<file path="src/rtl/bitmap_to_lcd_page_transpose_core_macros.svh">
// Assertion macros for the bitmap to LCD page transpose core.
// No dependencies; included by the modules that carry assertions.
`ifndef BITMAP_TO_LCD_PAGE_TRANSPOSE_CORE_MACROS_SVH
`define BITMAP_TO_LCD_PAGE_TRANSPOSE_CORE_MACROS_SVH

`ifndef SYNTHESIS
`define BLTP_ASSERT_IMP(label, clk, rstn, cond, expr) \
    label: assert property (@(posedge clk) disable iff (!(rstn)) (cond) |-> (expr)) \
        else $error("implication check failed");
`define BLTP_ASSERT_NXT(label, clk, rstn, cond, expr) \
    label: assert property (@(posedge clk) disable iff (!(rstn)) (cond) |=> (expr)) \
        else $error("next-cycle check failed");
`else
`define BLTP_ASSERT_IMP(label, clk, rstn, cond, expr)
`define BLTP_ASSERT_NXT(label, clk, rstn, cond, expr)
`endif

`endif

</file>
<file path="src/rtl/bltp_pkg.sv">
// Shared constants and types for the bitmap to LCD page transpose core.
// No dependencies.
package bltp_pkg;

    localparam int WIDTH_PIXELS = 84;
    localparam int PAGE_COUNT   = 6;
    localparam int ROW_BYTES    = 12;

    localparam int BYTE_W  = (ROW_BYTES > 1) ? $clog2(ROW_BYTES) : 1;
    localparam int ROW_W   = 3;
    localparam int PAGE_W  = (PAGE_COUNT > 1) ? $clog2(PAGE_COUNT) : 1;
    localparam int COL_W   = BYTE_W + 3;
    localparam int IDX_W   = 9;
    localparam int PROD_W  = PAGE_W + IDX_W;
    localparam int ACC_W   = 64;
    localparam int SPAN    = ROW_BYTES * 8;
    localparam int LAST_COLUMN = ((WIDTH_PIXELS < SPAN) ? WIDTH_PIXELS : SPAN) - 1;
    localparam int LAST_ROW = 7;

    // one page byte position handed to the emitter
    typedef struct packed {
        logic [ACC_W-1:0]  acc;
        logic [COL_W-1:0]  base_col;
        logic [COL_W-1:0]  last_col;
        logic [IDX_W-1:0]  page_base;
        logic              final_page;
    } emit_load_t;

    typedef struct packed {
        logic busy;
        logic last_beat;
    } emit_status_t;

endpackage

</file>
<file path="src/rtl/bitmap_to_lcd_page_transpose_core.sv">
// Top level of the bitmap to LCD page transpose core.
// Depends on bltp_pkg, bltp_ram, bltp_emitter and the assertion macro header.
//
//  channel   dir  tdata (low bit up)                    tlast     tuser
//  s_        in   bmp_byte[7:0]                         -         -
//  m_        out  screen_index[8:0], screen_byte[16:9]  run_last  frame_end
//
// Flow: s_tready stays high for a byte of rows one to seven or a padding byte. An
// eighth-row byte with n real columns gives n beats; the next such byte waits until
// the RAM read stage and the emitter are free again.
// Reset: counters clear synchronously; the page accumulator RAM is not cleared, as each
// row lane of an entry is rewritten within a page before the eighth row emits it.
// Stalls: s_tready drops for an eighth-row byte with real columns while the read stage
// or emitter is busy with an earlier one; m_tready low holds the emitter and such bytes.
`include "bitmap_to_lcd_page_transpose_core_macros.svh"
module bitmap_to_lcd_page_transpose_core (
    input  logic        aclk,
    input  logic        aresetn,
    input  logic        s_tvalid,
    output logic        s_tready,
    input  logic [7:0]  s_tdata,    // bmp_byte[7:0]
    output logic        m_tvalid,
    input  logic        m_tready,
    output logic [23:0] m_tdata,    // screen_index[8:0], screen_byte[16:9], zero [23:17]
    output logic        m_tlast,
    output logic [0:0]  m_tuser     // frame_end
);

    localparam int BW  = bltp_pkg::BYTE_W;
    localparam int AW  = bltp_pkg::ACC_W;

    // position counters
    logic [BW-1:0]               byte_reg, byte_next;
    logic [bltp_pkg::ROW_W-1:0]  row_reg, row_next;
    logic [bltp_pkg::PAGE_W-1:0] pfb_reg, pfb_next;

    // read stage: the word whose RAM read is in flight
    logic                        p1_valid_reg;
    logic                        p1_emit_reg;
    logic [BW-1:0]               p1_addr_reg;
    logic [bltp_pkg::ROW_W-1:0]  p1_row_reg;
    logic [7:0]                  p1_data_reg;
    logic [bltp_pkg::PAGE_W-1:0] p1_pfb_reg;

    // last write, for read-during-write forwarding
    logic                        wr_valid_reg;
    logic [BW-1:0]               wr_addr_reg;
    logic [AW-1:0]               wr_data_reg;

    logic                        s_accept;
    logic                        in_has_cols;
    logic                        emit_ready;
    logic [AW-1:0]               ram_rdata;
    logic [AW-1:0]               acc_old;
    logic [AW-1:0]               acc_new;
    logic [bltp_pkg::COL_W-1:0]  base_col;
    logic [bltp_pkg::COL_W-1:0]  top_col;
    logic [bltp_pkg::PAGE_W-1:0] page_num;
    logic [bltp_pkg::PROD_W-1:0] page_prod;
    bltp_pkg::emit_load_t        load;
    bltp_pkg::emit_status_t      emit_status;

    // an eighth-row byte that covers at least one real column
    assign in_has_cols = (row_reg == bltp_pkg::ROW_W'(bltp_pkg::LAST_ROW))
                      && ({byte_reg, 3'b000} <= bltp_pkg::COL_W'(bltp_pkg::LAST_COLUMN));

    // emitter is free next cycle unless the read stage loads it now
    assign emit_ready = !emit_status.busy || (emit_status.last_beat && m_tready);
    assign s_tready   = !in_has_cols || (!(p1_valid_reg && p1_emit_reg) && emit_ready);
    assign s_accept   = s_tvalid && s_tready;

    bltp_ram #(
        .WIDTH (AW),
        .DEPTH (bltp_pkg::ROW_BYTES)
    ) u_acc_ram (
        .clk   (aclk),
        .we    (p1_valid_reg),
        .waddr (p1_addr_reg),
        .wdata (acc_new),
        .raddr (byte_reg),
        .rdata (ram_rdata)
    );

    // merge the new row into the accumulated page byte
    assign acc_old = (wr_valid_reg && wr_addr_reg == p1_addr_reg) ? wr_data_reg : ram_rdata;

    always_comb begin
        acc_new = acc_old;
        acc_new[int'(p1_row_reg)*8 +: 8] = p1_data_reg;
    end

    // emitter load fields
    assign base_col  = {p1_addr_reg, 3'b000};
    assign top_col   = (base_col + bltp_pkg::COL_W'(7)
                        > bltp_pkg::COL_W'(bltp_pkg::LAST_COLUMN))
                     ? bltp_pkg::COL_W'(bltp_pkg::LAST_COLUMN)
                     : base_col + bltp_pkg::COL_W'(7);
    assign page_num  = bltp_pkg::PAGE_W'(bltp_pkg::PAGE_COUNT - 1) - p1_pfb_reg;
    assign page_prod = bltp_pkg::PROD_W'(page_num)
                     * bltp_pkg::PROD_W'(bltp_pkg::WIDTH_PIXELS);

    assign load.acc        = acc_new;
    assign load.base_col   = base_col;
    assign load.last_col   = top_col;
    assign load.page_base  = page_prod[bltp_pkg::IDX_W-1:0];
    assign load.final_page = (p1_pfb_reg == bltp_pkg::PAGE_W'(bltp_pkg::PAGE_COUNT - 1));

    bltp_emitter u_emitter (
        .aclk       (aclk),
        .aresetn    (aresetn),
        .load_valid (p1_valid_reg && p1_emit_reg),
        .load       (load),
        .status     (emit_status),
        .m_tvalid   (m_tvalid),
        .m_tready   (m_tready),
        .m_tdata    (m_tdata),
        .m_tlast    (m_tlast),
        .m_tuser    (m_tuser)
    );

    // position counters advance per accepted word
    always_comb begin
        byte_next = byte_reg;
        row_next  = row_reg;
        pfb_next  = pfb_reg;
        if (s_accept) begin
            if (byte_reg == BW'(bltp_pkg::ROW_BYTES - 1)) begin
                byte_next = '0;
                if (row_reg == bltp_pkg::ROW_W'(bltp_pkg::LAST_ROW)) begin
                    row_next = '0;
                    if (pfb_reg == bltp_pkg::PAGE_W'(bltp_pkg::PAGE_COUNT - 1)) begin
                        pfb_next = '0;
                    end else begin
                        pfb_next = pfb_reg + 1'b1;
                    end
                end else begin
                    row_next = row_reg + 1'b1;
                end
            end else begin
                byte_next = byte_reg + 1'b1;
            end
        end
    end

    always_ff @(posedge aclk) begin
        if (!aresetn) begin
            byte_reg     <= '0;
            row_reg      <= '0;
            pfb_reg      <= '0;
            p1_valid_reg <= 1'b0;
            wr_valid_reg <= 1'b0;
        end else begin
            byte_reg     <= byte_next;
            row_reg      <= row_next;
            pfb_reg      <= pfb_next;
            p1_valid_reg <= s_accept;
            wr_valid_reg <= p1_valid_reg;
        end
        if (s_accept) begin
            p1_emit_reg <= in_has_cols;
            p1_addr_reg <= byte_reg;
            p1_row_reg  <= row_reg;
            p1_data_reg <= s_tdata;
            p1_pfb_reg  <= pfb_reg;
        end
        wr_addr_reg <= p1_addr_reg;
        wr_data_reg <= acc_new;
    end

    // an eighth-row word reaching the merge stage always finds the emitter free
    `BLTP_ASSERT_IMP(a_emit_free, aclk, aresetn, p1_valid_reg && p1_emit_reg, emit_ready)
    // the frame end column is always the last column of its input word
    `BLTP_ASSERT_IMP(a_frame_end_last, aclk, aresetn, m_tvalid && m_tuser[0], m_tlast)
    // the merge stage never addresses beyond the row
    `BLTP_ASSERT_IMP(a_addr_range, aclk, aresetn, p1_valid_reg,
                     p1_addr_reg <= BW'(bltp_pkg::ROW_BYTES - 1))
    // an accepted eighth-row word with columns loads the emitter next cycle
    `BLTP_ASSERT_NXT(a_load_follows, aclk, aresetn, s_accept && in_has_cols,
                     p1_valid_reg && p1_emit_reg)

endmodule

</file>
<file path="src/rtl/bltp_ram.sv">
// Generic single write port, single read port RAM with registered read.
// No dependencies.
module bltp_ram #(
    parameter int WIDTH  = 8,
    parameter int DEPTH  = 16,
    parameter int ADDR_W = (DEPTH > 1) ? $clog2(DEPTH) : 1
) (
    input  logic              clk,
    input  logic              we,
    input  logic [ADDR_W-1:0] waddr,
    input  logic [WIDTH-1:0]  wdata,
    input  logic [ADDR_W-1:0] raddr,
    output logic [WIDTH-1:0]  rdata
);

    logic [WIDTH-1:0] mem [DEPTH];

    always_ff @(posedge clk) begin
        if (we) begin
            mem[waddr] <= wdata;
        end
        rdata <= mem[raddr];
    end

endmodule

</file>
<file path="src/rtl/bltp_emitter.sv">
// Column emitter: walks the columns of one accumulated page byte, one word per beat.
// Depends on bltp_pkg.
module bltp_emitter (
    input  logic                       aclk,
    input  logic                       aresetn,
    input  logic                       load_valid,
    input  bltp_pkg::emit_load_t       load,
    output bltp_pkg::emit_status_t     status,
    output logic                       m_tvalid,
    input  logic                       m_tready,
    output logic [23:0]                m_tdata,
    output logic                       m_tlast,
    output logic [0:0]                 m_tuser
);

    logic                          busy_reg, busy_next;
    bltp_pkg::emit_load_t          cur_reg, cur_next;
    logic [bltp_pkg::COL_W-1:0]    col_reg, col_next;
    logic                          last_beat;
    logic [2:0]                    bit_sel;
    logic [7:0]                    screen_byte;
    logic [bltp_pkg::IDX_W-1:0]    screen_index;

    assign last_beat = (col_reg == cur_reg.last_col);
    assign bit_sel   = col_reg[2:0];

    always_comb begin
        for (int r = 0; r < 8; r++) begin
            screen_byte[7-r] = cur_reg.acc[r*8 + 7 - int'(bit_sel)];
        end
    end

    assign screen_index = cur_reg.page_base
                        + bltp_pkg::IDX_W'(col_reg);

    assign m_tvalid = busy_reg;
    assign m_tdata  = {7'd0, screen_byte, screen_index};
    assign m_tlast  = last_beat;
    assign m_tuser  = cur_reg.final_page
                    && (col_reg == bltp_pkg::COL_W'(bltp_pkg::LAST_COLUMN));

    assign status.busy      = busy_reg;
    assign status.last_beat = last_beat;

    always_comb begin
        busy_next = busy_reg;
        cur_next  = cur_reg;
        col_next  = col_reg;
        if (busy_reg && m_tready) begin
            if (last_beat) begin
                busy_next = 1'b0;
            end else begin
                col_next = col_reg + 1'b1;
            end
        end
        if (load_valid) begin
            busy_next = 1'b1;
            cur_next  = load;
            col_next  = load.base_col;
        end
    end

    always_ff @(posedge aclk) begin
        if (!aresetn) begin
            busy_reg <= 1'b0;
        end else begin
            busy_reg <= busy_next;
        end
        cur_reg <= cur_next;
        col_reg <= col_next;
    end

endmodule

</file>
<file path="config.mk">
export PLATFORM = sky130hd
export DESIGN_NAME = bitmap_to_lcd_page_transpose_core
export DESIGN_NICKNAME = d
export VERILOG_FILES = /design/src/rtl/bltp_pkg.sv /design/src/rtl/bitmap_to_lcd_page_transpose_core.sv /design/src/rtl/bltp_ram.sv /design/src/rtl/bltp_emitter.sv
export VERILOG_INCLUDE_DIRS = /design/src /design/src/rtl
export SDC_FILE = /design/constraint.sdc
export NUM_CORES = 1
export LEC_CHECK = 0
export BUFFER_PORTS_ARGS = -buffer_cell sky130_fd_sc_hd__buf_2
export CAP_MARGIN = 20
export CORE_ASPECT_RATIO = 1.2
export CORE_MARGIN = 4
export CORE_UTILIZATION = 40
export DETAILED_ROUTE_END_ITERATION = 10
export SLEW_MARGIN = 20
export SYNTH_ARGS = -nofsm -noshare
export SYNTH_HDL_FRONTEND = slang
export SYNTH_SLANG_ARGS = --single-unit
</file>
<file path="constraint.sdc">
create_clock -name aclk -period 9.3 [get_ports aclk]
set_input_delay 0.93 -clock aclk [delete_from_list [all_inputs] [get_ports aclk]]
set_output_delay 0.93 -clock aclk [all_outputs]
set_load 0.01 [all_outputs]
</file>
After elaboration in Yosys (flattened, before gate mapping). Memories as Yosys holds them, arrays and structs flattened. A register that Yosys moved wholly into a read port is not among the register bits. Cells that the tools add are included.

Bits in writable memories: 768. Output and inout port bits: 28. Bits of input ports: 12. Bits in read-only memories: 0. Bits in registers: 186. Memories: 1. Bits in latches: 0.

Muxes and demuxes: 37. Reductions and logical operators: 20. $add $sub $neg: 16. Divide/modulo/power cells: 0. $mul: 1. Equality and inequality tests: 8. Shift-type cells: 2. Order comparisons: 10. Bitwise gates (word level): 1.

Memories: u_acc_ram.mem (words 12, width 64, read ports 1, clocked after Yosys merged registers in 1, wr ports 1, line bltp_ram.sv:16) `logic [WIDTH-1:0] mem [DEPTH];`.

Operator list (count): $lt A32 B8 Y1 const B (8); $bwmux W64 (1); $mux W64 (1); $shift A8 B33 Y64 const A (1); $shiftx A8 B33 Y64 (1); $bmux W1 S6 (8); $neg A6 Y33 (1); $sub A6 B3 Y7 const A (4); $mux W1 (21); $mux W7 (3); $sub A5 B3 Y6 const A (2); $add A9 B7 Y9 (1); $eq A3 B3 Y1 const B (3); $logic_and A1 B1 Y1 (8); $reduce_and A2 Y1 (4); $add A7 B1 Y7 const B (1); $add A7 B3 Y7 const B (1); $eq A7 B7 Y1 (1); $eq A7 B7 Y1 const B (1); $gt A7 B7 Y1 const B (1); $le A7 B7 Y1 const B (1); $mul A3 B5 Y7 const B (1); $add A3 B1 Y3 const B (2); $mux W3 (2); other kinds (13) (17).

Longest topological paths before layout. Gate-level depths: netlist of the first run.

Depth after elaboration: 7. Gate-level depth with buffers: 9. Mapped depth without buffers: 8.

Modules after synthesis. A second synthesis of the first run with hierarchy kept.

Cells, all modules: 1928. Area, all modules: 38436.9 µm².

By module, submodules not included: bltp_ram (cells each 1307, instances 1, area each 30281.5 µm²); bitmap_to_lcd_page_transpose_core (cells each 411, instances 1, area each 4285.4 µm²); bltp_emitter (cells each 210, instances 1, area each 3870.0 µm²).

Least setup slack after synthesis of the first run. Ideal clock, no wire load.

Path type: register -> register. Start point: register p1_addr_reg[1]. End point: memory u_acc_ram.mem[4][0] (netlist name), enable pin. Cell stages (with the launch flop): 3. Path buffers: 1. Data arrival time: 6.785 ns. Slack: 1.871 ns. Period minus slack after synthesis: 7.429 ns. Setup time: 0.643 ns. Cells stage by stage: edfxtp_1 clkbuf_1 nor4_1.

RTL lines: start: declaration (line bitmap_to_lcd_page_transpose_core.sv:40) `logic [BW-1:0] p1_addr_reg;`; start signal: assignment (line bitmap_to_lcd_page_transpose_core.sv:161) `p1_addr_reg <= byte_reg;`; end: declaration (line bltp_ram.sv:16).

Straight into the memory's write port.

Worst setup path after layout of the first run.
Start point: register p1_addr_reg[3]. End point: memory u_acc_ram.mem[11][23] (netlist name), data pin.

Longest elaborated chain between the ends: 4.

Ends and longest elaborated chain: $eq A4 B4 Y1 (line bitmap_to_lcd_page_transpose_core.sv:85) `assign acc_old = (wr_valid_reg && wr_addr_reg == p1_addr_reg) ? wr_data_reg : ram_rdata;`; $logic_and A1 B1 Y1 (line bitmap_to_lcd_page_transpose_core.sv:85); $mux W64 (line bitmap_to_lcd_page_transpose_core.sv:85); $bwmux W64 (line bitmap_to_lcd_page_transpose_core.sv:89) `acc_new[int'(p1_row_reg)*8 +: 8] = p1_data_reg;`; via acc_new[23] (line bitmap_to_lcd_page_transpose_core.sv:55) `logic [AW-1:0] acc_new;`.

The timed path passes the listed nets, and every way through them passes these cells.

==> results of run 1 <==
## worst max path at each step
| stage | startpoint | endpoint | slack [ns] |
|---|---|---|---|
| final | p1_addr_reg[3] | u_acc_ram.mem[11][23] | 5.48 |
| after global placement | p1_addr_reg[3] | u_acc_ram.mem[1][25] | 5.37 |
| after CTS | p1_addr_reg[3] | u_acc_ram.mem[5][25] | 5.14 |
| after detailed placement | p1_addr_reg[3] | u_acc_ram.mem[4][25] | 5.21 |
| after floorplan | p1_addr_reg[1] | u_acc_ram.mem[4][0] | 1.87 |
| after global routing | p1_row_reg[0] | u_acc_ram.mem[8][33] | 5.18 |
## per-stage QoR
step,hold WS [ns],std cells,util (%)
6_report,0.4534,3293,45.29
5_1_grt,0.4100,3293,45.29
4_1_cts,0.4018,3292,45.28
3_5_place_dp,0.4656,3121,42.05
3_3_place_gp,0.4568,3121,42.05
2_1_floorplan,0.3427,1916,-
## worst max-delay path: stages, from the launching register on
cell	delay [ns]
edfxtp_1	0.59
xor2_1	0.25
nor4_4	0.31
buf_4	0.55
buf_4	0.79
mux2i_1	0.18
a21oi_1	0.76
## cells by family after synthesis
group	share of synthesized area, %
compound gates	2.317
fa+ha+maj	0.4798
flops	76.16
simple gates	2.550
buf+inv	1.942
other cells	0.009849
mux	16.01
xor+xnor	0.5324
## power by group
group / switching [uW] / internal (uW) / total (uW)
clock network: 1620 / 2190 / 3810
registers: 105 / 5340 / 5450
logic: 531 / 317 / 848
total: 2250 / 7850 / 10100
## per-layer routing
metal	global-route usage [%]	wire length [um]	vias up
met1	21.99	34570	9532
met2	28.99	43030	464
met4	4.515	1673	2
met3	2.658	4381	121
li1	-	-	7720
met5	0	13	-
## final cells by class
type                    instances  area (um^2)
multi-input cells             768         8446
repair buffers                 72        460.4
clock inverters                48        558.0
diodes                          1        2.502
fillers                      7894        51450
flip-flops and latches       1015        29010
well taps                    1250         1564
inverters                      16        61.31
clock buffers                 123         2480
## cell usage in the layout (no fill, tap or decap), types with 32 or more instances in the layout
cell type / synthesis / final
o21ai_0: 73 / 69
clkbuf_16: 0 / 93
nand2_1: 92 / 91
nor2_1: 51 / 46
a21oi_1: 58 / 58
buf_4: 23 / 40
edfxtp_1: 867 / 867
buf_2: 31 / 32
dfxtp_1: 148 / 143
mux2i_1: 132 / 132
mux4_2: 208 / 208
==> results.ini, run 1 <==
[worst_setup_path]
reg2reg_from=p1_addr_reg[3]
cp.required_ns=9.61
reg2reg_to=u_acc_ram.mem[11][23]
cp_max_fo=37
crit_path_end_kind=flop
crit_path_start_kind=flop
worst_r2r_path_depth=6
r2r_slack_ns=5.48
critPathArrivalTime_ns=4.13
crit_type=flop to flop

[grt]
grt_pass1_vias=18696
grt_max_degree=79
grt_pass1_wl_um=123300
grt_usage_pct=16.72
overflow=0
grt_antenna_before_repair=2

[synthesis]
synth_top_cell_by_area=edfxtp_1
synth.most_common_cell=edfxtp_1
synth_top_area_share_pct=68.38
async_flop_share_pct=0
synth-edff-count=867
synth_cell_type_count=51
synth_common_cells=867 x edfxtp_1, 208 x mux4_2, 148 x dfxtp_1, 132 x mux2i_1, 92 x nand2_1
synth-seq-cells=1015
synth_top_flop_cell=edfxtp_1
syn_area_mm2=0.03808
ys_seq_area_share_pct=76.16
syn_inst=1910
synth_area_per_cell_um2=19.93
netlist_top_cells_area=edfxtp_1 68%, mux4_2 12%, dfxtp_1 7.8%, mux2i_1 3.5%, o21ai_0 0.96%
ys_warn_count=0

[placement]
dp_hpwl_um=42460
portBuffers=32
dpl_worst_slack_ns=5.207
gp_congestion=0.7267
postPlaceCellArea_mm2=0.03954

[drt]
ant_nets=0
wl_per_cell_um=25.41
drc=0
num_vias=17839
wirelength_um=83670
firstDrtPassIters=5
vias_per_cell=5.417
drt_iter0_drc=1413

[sta]
finalCritPeriodShare_pct=41.10
hold_viol_final=0
period_minus_slack_ns=3.822
rsz0062_at_grt=no
clock.fmax_ghz=0.2616
clock-skew-final_ns=0.03489
fin_tns_setup_ns=0
timing.slew.headroom_pct=28.51
worst_pin_slew_ns=1.068
finalSetupViolations=0
slew_violations=0
setup_ws_ns=5.478

[status]
status=finished clean

[clock_network]
cts_tree=yes
clock_path_buffers=3
numCtsBuffers=92
post_cts_resized=0
clk_root_buffer_cell=clkbuf_16
cts_setup_buffers=0
cts_max_level=3
postCtsHoldBufs=0
path_clk_slew_ns=0.06
clkLatencyLatePin_ns=0.66
clock_sinks=1015

[job]
drv_cap=0

[pwr]
p_leak_uw=0.01321
irDropWorstVdd_uv=157.6
power.density_mw_per_mm2=237.3
total_power_uw=10110

[final_layout]
largest_register_ffs=768
drive_above_1_share_pct=22.04
finalNetCount=1991
syn_to_final_growth_pct=11.85
finalInstanceArea_mm2=0.04259

[floorplanning]
die_h_um=346.0
start_util_pct=40.49
rows=123
core_region_area_mm2=0.09403
dieArea_mm2=0.1002
io-pin-count=40
die-width_um=289.6

[worst_hold_path]
whs_endpoint=p1_data_reg[1]
min_delay_path_depth=1
min_from=s_tdata[1]
holdCritPathClass=input pin to flop

(Power assumes the default switching activity.)
==> run 2: changes to the inputs <==
==> constraint.sdc (replaced) <==
create_clock -name aclk -period 3.8 [get_ports aclk]
set_input_delay 0.38 -clock aclk [delete_from_list [all_inputs] [get_ports aclk]]
set_output_delay 0.38 -clock aclk [all_outputs]
set_load 0.01 [all_outputs]
==> results.ini, run 2 (synthesis gave the netlist of run 1 again) <==
[clock_network]
cts_max_level=3  ; unchanged
cts_tree=yes
post_cts_resized=0  ; unchanged
postCtsHoldBufs=9  ; +9
path_clk_slew_ns=0.06  ; about the same
clock_sinks=1015  ; unchanged
clk_root_buffer_cell=clkbuf_16
clkLatencyLatePin_ns=0.63  ; -0.03 ns
cts_setup_buffers=0  ; unchanged
clock_path_buffers=3  ; unchanged
numCtsBuffers=90  ; -2.2%

[final_layout]
finalInstanceArea_mm2=0.04304  ; +1.1%
fin_util_pct=45.77  ; +0.48 points
final_common_cell=edfxtp_1
finalNetCount=2003  ; +0.60%
drive_above_1_share_pct=22.10  ; +0.066 points
fill_cells=7803  ; -1.2%
syn_to_final_growth_pct=13.03
layout_common_cells=867 x edfxtp_1, 208 x mux4_2, 143 x dfxtp_1
largest_register_ffs=768  ; unchanged

[grt]
grt_pass1_wl_um=125200  ; +1.5%
grt_antenna_before_repair=2  ; unchanged
grt_usage_pct=17.02  ; +0.30 points
grt_max_degree=132  ; +67%
overflow=0  ; unchanged
grt_pass1_vias=18790  ; +0.50%

[sta]
rsz0062_at_grt=no
hold_viol_final=0  ; unchanged
slew_violations=0  ; unchanged
period_minus_slack_ns=3.282
clock.fmax_ghz=0.3047
clock-skew-final_ns=0.01342  ; -0.02147 ns
holdWs_ns=0.1633  ; -0.2902 ns
finalSetupViolations=0  ; unchanged
worst_pin_slew_ns=1.139  ; +0.07179 ns
timing.slew.headroom_pct=24.04  ; -4.5 points
finalCritPeriodShare_pct=86.37

[drt]
vias_per_cell=5.378  ; -0.72%
firstDrtPassIters=5  ; unchanged
drc=0  ; unchanged
wirelength_um=84650  ; +1.2%
ant_nets=0  ; unchanged
drt_iter0_drc=1536  ; +8.7%
num_vias=17781  ; -0.33%
wl_per_cell_um=25.60  ; +0.78%

[floorplanning]
core_region_area_mm2=0.09403  ; unchanged
dieArea_mm2=0.1002  ; unchanged
rows=123  ; unchanged
die-width_um=289.6  ; unchanged
die_h_um=346.0  ; unchanged
io-pin-count=40  ; unchanged
start_util_pct=40.49  ; unchanged

[placement]
portBuffers=32  ; unchanged
gp_congestion=0.7158  ; -1.5%
dp_hpwl_um=42160  ; -0.70%
postPlaceCellArea_mm2=0.03994  ; +1.0%

[worst_setup_path]
cp_max_fo=12  ; -68%
crit_path_start_kind=flop
cp.required_ns=3.42  ; -6.19 ns
crit_type=flop to output port
crit_path_end_kind=output port
critPathArrivalTime_ns=2.90  ; -1.23 ns

[pwr]
pwr-share-clk_pct=37.2  ; -0.5 points
irDropWorstVdd_uv=355.5  ; +130%
internal-power_uw=19130  ; +140%
p_comb_share_pct=8.7  ; +0.3 points
p_leak_uw=0.01335  ; +1.0%
power_frac_seq_pct=54.1  ; +0.2 points
power.density_mw_per_mm2=572.6  ; +140%
total_power_uw=24640  ; +140%
p_sw_share_pct=22.36  ; +0.059 points
p_sw_uw=5511  ; +140%

[job]
drv_cap=0  ; unchanged

[worst_hold_path]
holdCritPathClass=input pin to flop

[status]
status=finished clean

run 2: cell count changes in the layout (fill, tap and decap cells not counted), sizes merged:
cell / change
buf: +5
bufinv: -5
clkbuf: +8
clkinv: -6
clkinvlp: -2
diode: +1
dlygate4sd3: +9
inv: +3
run 2: layer usage:
layer / GRT usage (%) / part of all wire, % / vias to the layer above
met2: 29.03 / 51 / 435
li1: - / - / 7760
met4: 5.005 / 2.3 / 0
met5: 0 / 0 / -
met1: 22.57 / 42 / 9481
met3: 2.809 / 5.0 / 105
run 2: stage by stage:
stage                     worst slack (ns)  TNS (ns)  std cells
after floorplan                     -1.868   -316.60       1916
after global placement              0.8460         0       3126
final                               0.5178         0       3306
after detailed placement            0.6021         0       3126
after global routing                0.2576         0       3304
after CTS                           0.4739         0       3304
run 2: final timing paths:
check / from / to / slack (ns) / cells past startpoint
hold / removal: m_tready / u_emitter.m_tvalid / 0.16 / 4
hold reg to reg: pfb_reg[1] / p1_pfb_reg[1] / 0.48 / 0
setup / recovery: u_emitter.col_reg[0] / m_tdata[11] / 0.52 / 4
setup reg to reg: p1_addr_reg[3] / u_emitter.cur_reg[56] / 0.61 / 6
run 2: power by group through the flow:
stage	Clock [uW]	Sequential, uW	Combinational (uW)
after floorplan	0	13400	1570
after global placement	0	13500	2110
after detailed placement	0	13600	2190
after CTS	9360	13300	2200
after global routing	9810	13400	2370
final	9180	13300	2150
run 2: worst max-delay path, stage by stage (launching register included):
cell	delay, ns
dfxtp_2	0.69
buf_4	0.46
mux4_2	0.61
mux2_2	0.34
buf_2	0.16
run 2: layout make-up:
cell class / instances / area (um^2) / area share, %
Tap cell: 1250 / 1564 / 3.634
Inverter: 16 / 62.56 / 0.1454
Clock buffer: 131 / 2633 / 6.117
Sequential cell: 1015 / 29010 / 67.42
Antenna cell: 2 / 5.005 / 0.01163
Clock inverter: 38 / 366.6 / 0.8519
Multi-Input combinational cell: 768 / 8477 / 19.70
Timing Repair Buffer: 86 / 913.4 / 2.122
